`src/rtl/core/nhpw_pkg.sv`:
```
// nhpw_pkg: shared widths, constants, codes and controller/datapath command types
// for the next-hop pending-weight block. No dependencies.
package nhpw_pkg;

   localparam int DELAY_BITS   = 20;
   localparam int COUNT_BITS   = 16;
   localparam int WORD_BITS    = 32;
   localparam int ALPHA_BITS   = 16;
   localparam int OUT_CNT_BITS = 16;
   localparam int FRAC_BITS    = 16;

   // multiplier B operand covers both alpha complement and the delay
   localparam int MUL_B_BITS   = (DELAY_BITS > ALPHA_BITS + 1) ? DELAY_BITS : ALPHA_BITS + 1;
   localparam int PROD_BITS    = WORD_BITS + MUL_B_BITS;
   localparam int DEN_BITS     = WORD_BITS + DELAY_BITS;
   localparam int DIV_CNT_BITS = $clog2(WORD_BITS);

   typedef logic [DELAY_BITS-1:0]   delay_type;
   typedef logic [COUNT_BITS-1:0]   count_type;
   typedef logic [WORD_BITS-1:0]    word_type;
   typedef logic [ALPHA_BITS-1:0]   alpha_type;
   typedef logic [MUL_B_BITS-1:0]   mul_b_type;
   typedef logic [PROD_BITS-1:0]    prod_type;
   typedef logic [DEN_BITS-1:0]     den_type;
   typedef logic [DIV_CNT_BITS-1:0] div_cnt_type;

   localparam alpha_type ALPHA_RESET = alpha_type'(58982);
   localparam logic [ALPHA_BITS:0] ALPHA_ONE = (ALPHA_BITS+1)'(1) << ALPHA_BITS;
   localparam word_type  ONE_Q16     = word_type'(65536);
   localparam word_type  TENTH_Q16   = word_type'(6554);
   localparam word_type  WORD_MAX    = '1;
   localparam count_type COUNT_MAX   = '1;
   localparam prod_type  ROUND_HALF  = prod_type'(1) << (FRAC_BITS - 1);
   localparam div_cnt_type DIV_LAST  = div_cnt_type'(WORD_BITS - 1);

   typedef enum logic [1:0] {
      OP_UPDATE    = 2'd0,
      OP_SET_DELAY = 2'd1,
      OP_RESET     = 2'd2,
      OP_NONE      = 2'd3
   } op_type;

   typedef enum logic [3:0] {
      S_IDLE,
      S_DECODE,
      S_COUNT,
      S_MUL_OLD,
      S_MUL_NEW,
      S_AVG,
      S_MUL_DEN,
      S_DEN,
      S_START,
      S_DIV,
      S_FINISH
   } state_type;

   typedef enum logic [1:0] {
      MUL_AVG_ALPHA,
      MUL_COUNT_BETA,
      MUL_AVG_DELAY
   } mul_sel_type;

   typedef struct packed {
      logic        capture;
      logic        count_step;
      logic        set_delay;
      logic        clear_state;
      logic        mul_en;
      mul_sel_type mul_sel;
      logic        acc_en;
      logic        avg_en;
      logic        den_en;
      logic        div_init;
      logic        div_step;
      logic        div_last;
      logic        sat_load;
      logic        load_rsp;
   } cmd_type;

   typedef struct packed {
      op_type op;
      logic   overflow;
   } status_type;

endpackage

```
`src/rtl/core/nexthop_pending_weight.sv`:
```
// nexthop_pending_weight: top level; joins the sequencer (nhpw_ctrl) and the
// datapath (nhpw_dp). Depends on nhpw_pkg.
//
// Load-balancing weight of one next hop. One transaction in, one result out.
// An update moves the pending count, smooths it (alpha in Q0.16) and returns
// weight = hop_delay / (avg * least_delay) in Q16.16, or 1/avg without a usable
// delay; overflow saturates to all ones with weight_saturated set. An update
// uses the one shared 32x20 multiplier, then, unless the quotient overflows,
// the radix-2 divider, one quotient bit per cycle. Set-delay, reset and the
// unused code go from decode straight to finish. Items are processed one at
// a time; the next one is accepted while the previous result waits in the
// output register. The user writes smoothing_alpha through csr_write_enable/
// csr_write_data only while the block is idle; the block does not enforce it.
module nexthop_pending_weight (
   input  logic        clock,
   input  logic        reset,
   input  logic        csr_write_enable,
   input  logic [15:0] csr_write_data,
   input  logic        req_valid,
   output logic        req_ready,
   input  logic [1:0]  req_operation,
   input  logic        req_increment,
   input  logic        req_least_delay_known,
   input  logic [19:0] req_least_delay,
   input  logic [19:0] req_new_delay,
   output logic        rsp_valid,
   input  logic        rsp_ready,
   output logic [31:0] rsp_weight,
   output logic        rsp_weight_saturated,
   output logic [15:0] rsp_pending_count,
   output logic [31:0] rsp_average_pending
);

   nhpw_pkg::cmd_type    cmd;
   nhpw_pkg::status_type status;

   nhpw_ctrl u_ctrl (
      .clock     (clock),
      .reset     (reset),
      .req_valid (req_valid),
      .req_ready (req_ready),
      .rsp_valid (rsp_valid),
      .rsp_ready (rsp_ready),
      .status    (status),
      .cmd       (cmd)
   );

   nhpw_dp u_dp (
      .clock                 (clock),
      .reset                 (reset),
      .cmd                   (cmd),
      .status                (status),
      .csr_write_enable      (csr_write_enable),
      .csr_write_data        (csr_write_data),
      .req_operation         (req_operation),
      .req_increment         (req_increment),
      .req_least_delay_known (req_least_delay_known),
      .req_least_delay       (req_least_delay),
      .req_new_delay         (req_new_delay),
      .rsp_weight            (rsp_weight),
      .rsp_weight_saturated  (rsp_weight_saturated),
      .rsp_pending_count     (rsp_pending_count),
      .rsp_average_pending   (rsp_average_pending)
   );

endmodule

```
`src/rtl/core/nhpw_dp.sv`:
```
// nhpw_dp: datapath of the next-hop pending-weight block: hop state, alpha register,
// shared multiplier, radix-2 restoring divider and result register. Uses nhpw_pkg.
module nhpw_dp (
   input  logic                        clock,
   input  logic                        reset,
   input  nhpw_pkg::cmd_type           cmd,
   output nhpw_pkg::status_type        status,
   input  logic                        csr_write_enable,
   input  logic [15:0]                 csr_write_data,
   input  logic [1:0]                  req_operation,
   input  logic                        req_increment,
   input  logic                        req_least_delay_known,
   input  logic [19:0]                 req_least_delay,
   input  logic [19:0]                 req_new_delay,
   output logic [31:0]                 rsp_weight,
   output logic                        rsp_weight_saturated,
   output logic [15:0]                 rsp_pending_count,
   output logic [31:0]                 rsp_average_pending
);

   // architectural state
   nhpw_pkg::alpha_type alpha_ff;
   nhpw_pkg::count_type pending_ff, pending_in;
   nhpw_pkg::word_type  avg_ff, avg_in;
   nhpw_pkg::delay_type hop_delay_ff;
   nhpw_pkg::word_type  weight_ff;

   // captured transaction
   nhpw_pkg::op_type    op_ff;
   logic                inc_ff;
   logic                known_ff;
   nhpw_pkg::delay_type least_delay_ff;
   nhpw_pkg::delay_type new_delay_ff;
   logic                sat_ff;

   // arithmetic
   nhpw_pkg::word_type  mul_a;
   nhpw_pkg::mul_b_type mul_b;
   nhpw_pkg::prod_type  prod, prod_ff;
   nhpw_pkg::word_type  acc_ff;
   logic [nhpw_pkg::PROD_BITS:0] avg_sum;
   logic                use_delay;
   nhpw_pkg::delay_type num_high;
   nhpw_pkg::den_type   den_in, den_ff;
   nhpw_pkg::den_type   rem_ff, rem_in;
   logic [nhpw_pkg::DEN_BITS:0] rem_shift;
   logic                rem_ge;
   nhpw_pkg::word_type  quot_ff;

   // rsp register
   nhpw_pkg::word_type  rsp_weight_ff;
   logic                rsp_sat_ff;
   logic [15:0]         rsp_count_ff;
   nhpw_pkg::word_type  rsp_avg_ff;

   always_comb begin
      pending_in = pending_ff;
      if (inc_ff) begin
         if (pending_ff != nhpw_pkg::COUNT_MAX) pending_in = pending_ff + 1'b1;
      end else if (pending_ff != '0) begin
         pending_in = pending_ff - 1'b1;
      end
   end

   always_comb begin
      case (cmd.mul_sel)
         nhpw_pkg::MUL_AVG_ALPHA: begin
            mul_a = avg_ff;
            mul_b = nhpw_pkg::mul_b_type'(alpha_ff);
         end
         nhpw_pkg::MUL_COUNT_BETA: begin
            mul_a = nhpw_pkg::word_type'(pending_ff);
            mul_b = nhpw_pkg::mul_b_type'(nhpw_pkg::ALPHA_ONE - {1'b0, alpha_ff});
         end
         nhpw_pkg::MUL_AVG_DELAY: begin
            mul_a = avg_ff;
            mul_b = nhpw_pkg::mul_b_type'(least_delay_ff);
         end
         default: begin
            mul_a = avg_ff;
            mul_b = '0;
         end
      endcase
   end

   assign prod = mul_a * mul_b;

   // new average = rounded old term + count term, saturated, zero forced to 0.1
   assign avg_sum = {1'b0, prod_ff} + (nhpw_pkg::PROD_BITS+1)'(acc_ff);

   always_comb begin
      if (|avg_sum[nhpw_pkg::PROD_BITS:nhpw_pkg::WORD_BITS]) begin
         avg_in = nhpw_pkg::WORD_MAX;
      end else if (avg_sum == '0) begin
         avg_in = nhpw_pkg::TENTH_Q16;
      end else begin
         avg_in = avg_sum[nhpw_pkg::WORD_BITS-1:0];
      end
   end

   assign use_delay = known_ff && (hop_delay_ff != '0);
   assign num_high  = use_delay ? hop_delay_ff : nhpw_pkg::delay_type'(1);
   assign den_in    = use_delay ? prod_ff[nhpw_pkg::DEN_BITS-1:0]
                                : nhpw_pkg::den_type'(avg_ff);

   // quotient exceeds 32 bits (or divisor is zero) when the numerator's
   // upper word is not below the divisor
   assign status.overflow = nhpw_pkg::den_type'(num_high) >= den_ff;
   assign status.op       = op_ff;

   assign rem_shift = {rem_ff, 1'b0};
   assign rem_ge    = rem_shift >= {1'b0, den_ff};
   always_comb begin
      if (rem_ge) begin
         rem_in = nhpw_pkg::den_type'(rem_shift - {1'b0, den_ff});
      end else begin
         rem_in = rem_shift[nhpw_pkg::DEN_BITS-1:0];
      end
   end

   always_ff @(posedge clock) begin
      if (reset) begin
         alpha_ff     <= nhpw_pkg::ALPHA_RESET;
         pending_ff   <= '0;
         avg_ff       <= nhpw_pkg::ONE_Q16;
         hop_delay_ff <= '0;
         weight_ff    <= nhpw_pkg::ONE_Q16;
      end else begin
         if (csr_write_enable) alpha_ff <= csr_write_data;
         if (cmd.clear_state) begin
            pending_ff   <= '0;
            avg_ff       <= nhpw_pkg::ONE_Q16;
            hop_delay_ff <= '0;
            weight_ff    <= nhpw_pkg::ONE_Q16;
         end else begin
            if (cmd.count_step) pending_ff <= pending_in;
            if (cmd.avg_en) avg_ff <= avg_in;
            if (cmd.set_delay && (new_delay_ff != '0)) hop_delay_ff <= new_delay_ff;
            if (cmd.sat_load) weight_ff <= nhpw_pkg::WORD_MAX;
            if (cmd.div_last) weight_ff <= {quot_ff[nhpw_pkg::WORD_BITS-2:0], rem_ge};
         end
      end
   end

   always_ff @(posedge clock) begin
      if (cmd.capture) begin
         op_ff          <= nhpw_pkg::op_type'(req_operation);
         inc_ff         <= req_increment;
         known_ff       <= req_least_delay_known;
         least_delay_ff <= nhpw_pkg::delay_type'(req_least_delay);
         new_delay_ff   <= nhpw_pkg::delay_type'(req_new_delay);
         sat_ff         <= 1'b0;
      end else if (cmd.sat_load) begin
         sat_ff <= 1'b1;
      end
      if (cmd.mul_en) prod_ff <= prod;
      if (cmd.acc_en) begin
         acc_ff <= nhpw_pkg::word_type'((prod_ff + nhpw_pkg::ROUND_HALF) >> nhpw_pkg::FRAC_BITS);
      end
      if (cmd.den_en) den_ff <= den_in;
      if (cmd.div_init) begin
         rem_ff  <= nhpw_pkg::den_type'(num_high);
         quot_ff <= '0;
      end else if (cmd.div_step) begin
         rem_ff  <= rem_in;
         quot_ff <= {quot_ff[nhpw_pkg::WORD_BITS-2:0], rem_ge};
      end
      if (cmd.load_rsp) begin
         rsp_weight_ff <= weight_ff;
         rsp_sat_ff    <= sat_ff;
         rsp_count_ff  <= nhpw_pkg::OUT_CNT_BITS'(pending_ff);
         rsp_avg_ff    <= avg_ff;
      end
   end

   assign rsp_weight           = rsp_weight_ff;
   assign rsp_weight_saturated = rsp_sat_ff;
   assign rsp_pending_count    = rsp_count_ff;
   assign rsp_average_pending  = rsp_avg_ff;

endmodule

```
`src/rtl/core/nhpw_ctrl.sv`:
```
// nhpw_ctrl: sequencer of the next-hop pending-weight block; drives datapath commands
// and owns both handshakes. Uses nhpw_pkg.
module nhpw_ctrl (
   input  logic                  clock,
   input  logic                  reset,
   input  logic                  req_valid,
   output logic                  req_ready,
   output logic                  rsp_valid,
   input  logic                  rsp_ready,
   input  nhpw_pkg::status_type  status,
   output nhpw_pkg::cmd_type     cmd
);

   nhpw_pkg::state_type   state_ff, state_in;
   nhpw_pkg::div_cnt_type cnt_ff, cnt_in;
   logic                  rsp_valid_ff, rsp_valid_in;
   logic                  rsp_free;

   assign rsp_free  = !rsp_valid_ff || rsp_ready;
   assign req_ready = (state_ff == nhpw_pkg::S_IDLE);
   assign rsp_valid = rsp_valid_ff;

   always_comb begin
      state_in = state_ff;
      case (state_ff)
         nhpw_pkg::S_IDLE:    if (req_valid) state_in = nhpw_pkg::S_DECODE;
         nhpw_pkg::S_DECODE: begin
            if (status.op == nhpw_pkg::OP_UPDATE) state_in = nhpw_pkg::S_COUNT;
            else state_in = nhpw_pkg::S_FINISH;
         end
         nhpw_pkg::S_COUNT:   state_in = nhpw_pkg::S_MUL_OLD;
         nhpw_pkg::S_MUL_OLD: state_in = nhpw_pkg::S_MUL_NEW;
         nhpw_pkg::S_MUL_NEW: state_in = nhpw_pkg::S_AVG;
         nhpw_pkg::S_AVG:     state_in = nhpw_pkg::S_MUL_DEN;
         nhpw_pkg::S_MUL_DEN: state_in = nhpw_pkg::S_DEN;
         nhpw_pkg::S_DEN:     state_in = nhpw_pkg::S_START;
         nhpw_pkg::S_START: begin
            if (status.overflow) state_in = nhpw_pkg::S_FINISH;
            else state_in = nhpw_pkg::S_DIV;
         end
         nhpw_pkg::S_DIV:     if (cnt_ff == nhpw_pkg::DIV_LAST) state_in = nhpw_pkg::S_FINISH;
         nhpw_pkg::S_FINISH:  if (rsp_free) state_in = nhpw_pkg::S_IDLE;
         default:             state_in = nhpw_pkg::S_IDLE;
      endcase
   end

   always_comb begin
      cmd         = '0;
      cmd.mul_sel = nhpw_pkg::MUL_AVG_ALPHA;
      case (state_ff)
         nhpw_pkg::S_IDLE:    cmd.capture = req_valid;
         nhpw_pkg::S_DECODE: begin
            cmd.set_delay   = (status.op == nhpw_pkg::OP_SET_DELAY);
            cmd.clear_state = (status.op == nhpw_pkg::OP_RESET);
         end
         nhpw_pkg::S_COUNT:   cmd.count_step = 1'b1;
         nhpw_pkg::S_MUL_OLD: cmd.mul_en = 1'b1;
         nhpw_pkg::S_MUL_NEW: begin
            cmd.acc_en  = 1'b1;
            cmd.mul_en  = 1'b1;
            cmd.mul_sel = nhpw_pkg::MUL_COUNT_BETA;
         end
         nhpw_pkg::S_AVG:     cmd.avg_en = 1'b1;
         nhpw_pkg::S_MUL_DEN: begin
            cmd.mul_en  = 1'b1;
            cmd.mul_sel = nhpw_pkg::MUL_AVG_DELAY;
         end
         nhpw_pkg::S_DEN:     cmd.den_en = 1'b1;
         nhpw_pkg::S_START: begin
            cmd.sat_load = status.overflow;
            cmd.div_init = !status.overflow;
         end
         nhpw_pkg::S_DIV: begin
            cmd.div_step = 1'b1;
            cmd.div_last = (cnt_ff == nhpw_pkg::DIV_LAST);
         end
         nhpw_pkg::S_FINISH:  cmd.load_rsp = rsp_free;
         default:             cmd = '0;
      endcase
   end

   always_comb begin
      cnt_in = cnt_ff;
      if (cmd.div_init) cnt_in = '0;
      else if (cmd.div_step) cnt_in = cnt_ff + 1'b1;
   end

   always_comb begin
      rsp_valid_in = rsp_valid_ff;
      if (cmd.load_rsp) rsp_valid_in = 1'b1;
      else if (rsp_ready) rsp_valid_in = 1'b0;
   end

   always_ff @(posedge clock) begin
      if (reset) begin
         state_ff     <= nhpw_pkg::S_IDLE;
         cnt_ff       <= '0;
         rsp_valid_ff <= 1'b0;
      end else begin
         state_ff     <= state_in;
         cnt_ff       <= cnt_in;
         rsp_valid_ff <= rsp_valid_in;
      end
   end

`ifndef SYNTHESIS
   // a waiting result is never overwritten
   assert property (@(posedge clock) disable iff (reset)
      cmd.load_rsp |-> (!rsp_valid_ff || rsp_ready))
      else $error("nhpw_ctrl: result register overwritten");

   assert property (@(posedge clock) disable iff (reset)
      cmd.load_rsp |=> rsp_valid)
      else $error("nhpw_ctrl: loaded result not presented");

   // one transaction at a time
   assert property (@(posedge clock) disable iff (reset)
      (req_valid && req_ready) |=> !req_ready)
      else $error("nhpw_ctrl: second transaction accepted while busy");

   assert property (@(posedge clock) disable iff (reset)
      cmd.div_last |=> (state_ff == nhpw_pkg::S_FINISH))
      else $error("nhpw_ctrl: divider did not hand over to finish");
`endif

endmodule

```
`config.mk`:
```
export PLATFORM = sky130hd
export DESIGN_NAME = nexthop_pending_weight
export DESIGN_NICKNAME = d
export VERILOG_FILES = /design/src/rtl/core/nhpw_pkg.sv /design/src/rtl/core/nexthop_pending_weight.sv /design/src/rtl/core/nhpw_dp.sv /design/src/rtl/core/nhpw_ctrl.sv
export SDC_FILE = /design/constraint.sdc
export NUM_CORES = 2
export LEC_CHECK = 0
export BUFFER_PORTS_ARGS = -buffer_cell sky130_fd_sc_hd__buf_2
export CORE_ASPECT_RATIO = 1.2
export CORE_UTILIZATION = 32
export DETAILED_ROUTE_END_ITERATION = 7
export PLACE_DENSITY = 0.54
export REMOVE_ABC_BUFFERS = 1
export SYNTH_ARGS = -nofsm -noshare
export SYNTH_HDL_FRONTEND = slang
export SYNTH_HIERARCHICAL = 1
export SYNTH_SLANG_ARGS = --single-unit
```
`constraint.sdc`:
```
create_clock -name clock -period 12.7 [get_ports clock]
set_clock_uncertainty 0.05 [all_clocks]
set_input_delay 0.635 -clock clock [delete_from_list [all_inputs] [get_ports clock]]
set_output_delay 0.635 -clock clock [all_outputs]
set_load 0.03 [all_outputs]
```
==> results.cfg <==
[outcome]
status = complete, no violations

[global_routing]
grt_usage_pct = 20.0
antenna_found_initial = 0
grt_pass1_vias = 36000
grt.overflow.total = 0
grt_pass1_wl_um = 217000
grt_max_degree = 73

[sta]
rsz0062_at_grt = no
fin_crit_ps = 10670
worst_slack_ps = 2030
fmax_ghz = 0.0937
period_share_pct = 84.0
slew_violations = 0
hold_viol = 0
maxSlewHeadroom_pct = 10.3
tightest_slew_ps = 1350
finalSetupViolations = 0

[flow_run]
cap_violations = 0

[floorplanning]
fp.dieArea_um2 = 142000
ioPinCount = 148
die_w_um = 345
die_y_um = 413
rows = 150
start_util_pct = 32.3
core_um2 = 140000

[logic_synthesis]
netlist_top_cells_area = fa_1 24%, edfxtp_1 19%, dfxtp_1 8.4%
syn_avg_cell_area_um2 = 9.18
synth_ff_type = edfxtp_1
synth_cell_types = 91
synthMostInstantiatedCell = inv_1
ys_ff_latch = 471
synthCells = 4911
synth_seq_area_share_pct = 27.1
async_flop_share_pct = 0
yosysTopAreaCell = fa_1
synth-compound-area-share_pct = 10.4
synth_fa_ha_area_share_pct = 31.8
yosys.area.top_type_share_pct = 23.9
synthTopCellsByCount = 676 x inv_1, 668 x nand2_1, 565 x nor2_1
synth_edf_count = 281
synth_area_um2 = 45100
yosysWarningCount = 6
synth_top_family_by_area = adder cells
muxShareOfSynthArea_pct = 3.45
synth-simple-area-share_pct = 15.9
synthXorXnorAreaFrac_pct = 3.57

[placed_design]
gp_congestion = 0.975
hpwl_um = 111000
port_buffers = 147
dpl_cell_area_um2 = 47700
pre_cts_ws_ps = 2030

[final_layout]
syn_to_final_growth_pct = 10.0
final_cell_area_um2 = 49600
fin_nets = 5833
drive_gt1_share_pct = 7.89
final.fill_count = 14400
fin_util_pct = 35.5

[detailed_routing]
vias = 35100
totalWireLength_um = 141000
dr.pass1.iters = 8
final_antenna_net_count = 0
via_per_inst = 5.15
wl_per_cell_um = 20.8
drc = 0
drt_iter0_markers = 2405

[clock_network]
clock_path_buffers = 3
htree_levels = 2
cts_num_sinks = 471
clock_latency_ps = 690
cts_tree = built
postCtsResizedCells = 0
numCtsBuffers = 54
postCtsHoldBufs = 0
clk_pin_slew_ps = 60
root_buffer = clkbuf_16
cts_setup_buffers = 0

[worst_setup_path]
r2r_end = u_dp/prod_ff[50]$_DFFE_PP_
required_ps = 13060
path_delay_family = adder cells
critPathLaunchType = flop
rrSetupSlack_ps = 2030
crit_path_max_fanout = 18
crit_arrival_ps = 11030
r2r_cells = 30
endpoint_kind = flop
crit_top_cell = fa_1
critPathKind = flop to flop
cp_slowest_cell = nor2b_2
r2r-start = u_ctrl/state_ff[2]$_SDFFE_PP0P_
worstPathBufferInverterCount = 6
crit_start = u_ctrl/state_ff[2]$_SDFFE_PP0P_
critical_path.max_stage_delay_ps = 910

[power]
power.total_w = 0.00656
ir_worst_vdd_uv = 110
power_density_nw_per_um2 = 132
p_leak_nw = 22.1

[hold_path]
whs_path_depth = 1
hold_end = u_dp/least_delay_ff[7]$_DFFE_PP_
min_path_type = input pin to flop
min-delay-start = req_least_delay[7]
## sequential cells by signal (all words and copies together) (netlist names), 2 cells and up
signal / count
u_dp/alpha_ff: 16
u_dp/least_delay_ff: 20
u_ctrl/state_ff: 4
u_dp/op_ff: 2
u_dp/rsp_weight: 32
u_dp/avg_ff: 32
u_dp/quot_ff: 31
u_dp/pending_ff: 16
u_dp/rsp_pending_count: 16
u_dp/rsp_average_pending: 32
u_dp/den_ff: 52
u_dp/prod_ff: 52
u_ctrl/cnt_ff: 5
u_dp/new_delay_ff: 20
u_dp/hop_delay_ff: 20
u_dp/acc_ff: 32
u_dp/weight_ff: 32
u_dp/rem_ff: 52
## where the power goes
| part | internal, W | leakage (nW) | total (W) | switching [W] |
|---|---|---|---|---|
| Combinational | 0.00101 | 17.1 | 0.00279 | 0.00177 |
| Clock | 0.000930 | 0.902 | 0.00162 | 0.000693 |
| Sequential | 0.00191 | 4.11 | 0.00215 | 0.000247 |
| Total | 0.00385 | 22.1 | 0.00656 | 0.00271 |
## worst max path at each step
stage,end,slack (ps),depth (start not counted)
final,u_dp/prod_ff[50]$_DFFE_PP_,2030,30
after global placement,u_dp/prod_ff[50]$_DFFE_PP_,2180,30
after CTS,u_dp/prod_ff[50]$_DFFE_PP_,2010,30
after detailed placement,u_dp/prod_ff[50]$_DFFE_PP_,2030,30
after floorplan,u_dp/prod_ff[50]$_DFFE_PP_,-100,27
after global routing,u_dp/prod_ff[50]$_DFFE_PP_,1400,30
## cell type report
type                    count  area [µm²]  share of cell area, %
multi-input cells        3531       29500                   59.4
flip-flops and latches    471       12200                   24.7
inverters                 677        2540                   5.12
well taps                1824        2280                   4.60
clock buffers              74        1550                   3.12
repair buffers            210        1210                   2.44
clock inverters            28         315                  0.636
diodes                      2        5.00                 0.0101
## per-stage QoR
stage                     instances  setup TNS [ps]  hold slack, ps
after floorplan                4679           -1060             359
after global placement         6713               0             366
after detailed placement       6713               0             365
after CTS                      6815               0            45.1
after global routing           6815               0            63.3
final                          6817               0            83.9
## routing by layer
metal	track usage, %	routed length [µm]	vias up
met5	0	0	-
met4	8.64	6340	0
met3	2.51	8020	264
met2	33.0	66100	1191
met1	26.1	61000	17400
li1	-	-	16200
## worst reg2reg max path, delay by kind of cell (launching register included)
| family | cells | cell delay (ps) |
|---|---|---|
| compound gates | 9 | 2260 |
| mux | 1 | 800 |
| xor+xnor | 1 | 150 |
| simple gates | 5 | 1680 |
| buf+inv | 6 | 870 |
| fa+ha+maj | 8 | 4020 |
| flops | 1 | 590 |
## layout by cell type, fill, tap and decap left out, types with 35 or more instances in the layout
cell,count
edfxtp_1,281
xor2_1,76
xnor2_1,108
nand3_1,52
inv_1,676
clkbuf_16,57
buf_4,63
a21o_1,83
nor4_1,36
ha_1,284
and2_1,70
fa_1,539
nor3_1,35
nand4_1,51
dfxtp_1,190
mux2i_1,105
a21oi_1,233
o21ai_0,141
buf_2,147
nor2_1,560
mux2_2,45
nand2_1,668
## cell families after synthesis
group	Yosys count
compound gates	740
buf+inv	909
fa+ha+maj	823
flops	471
xor+xnor	184
mux	150
simple gates	1634
No activity file was read; power rests on OpenSTA's default activity.
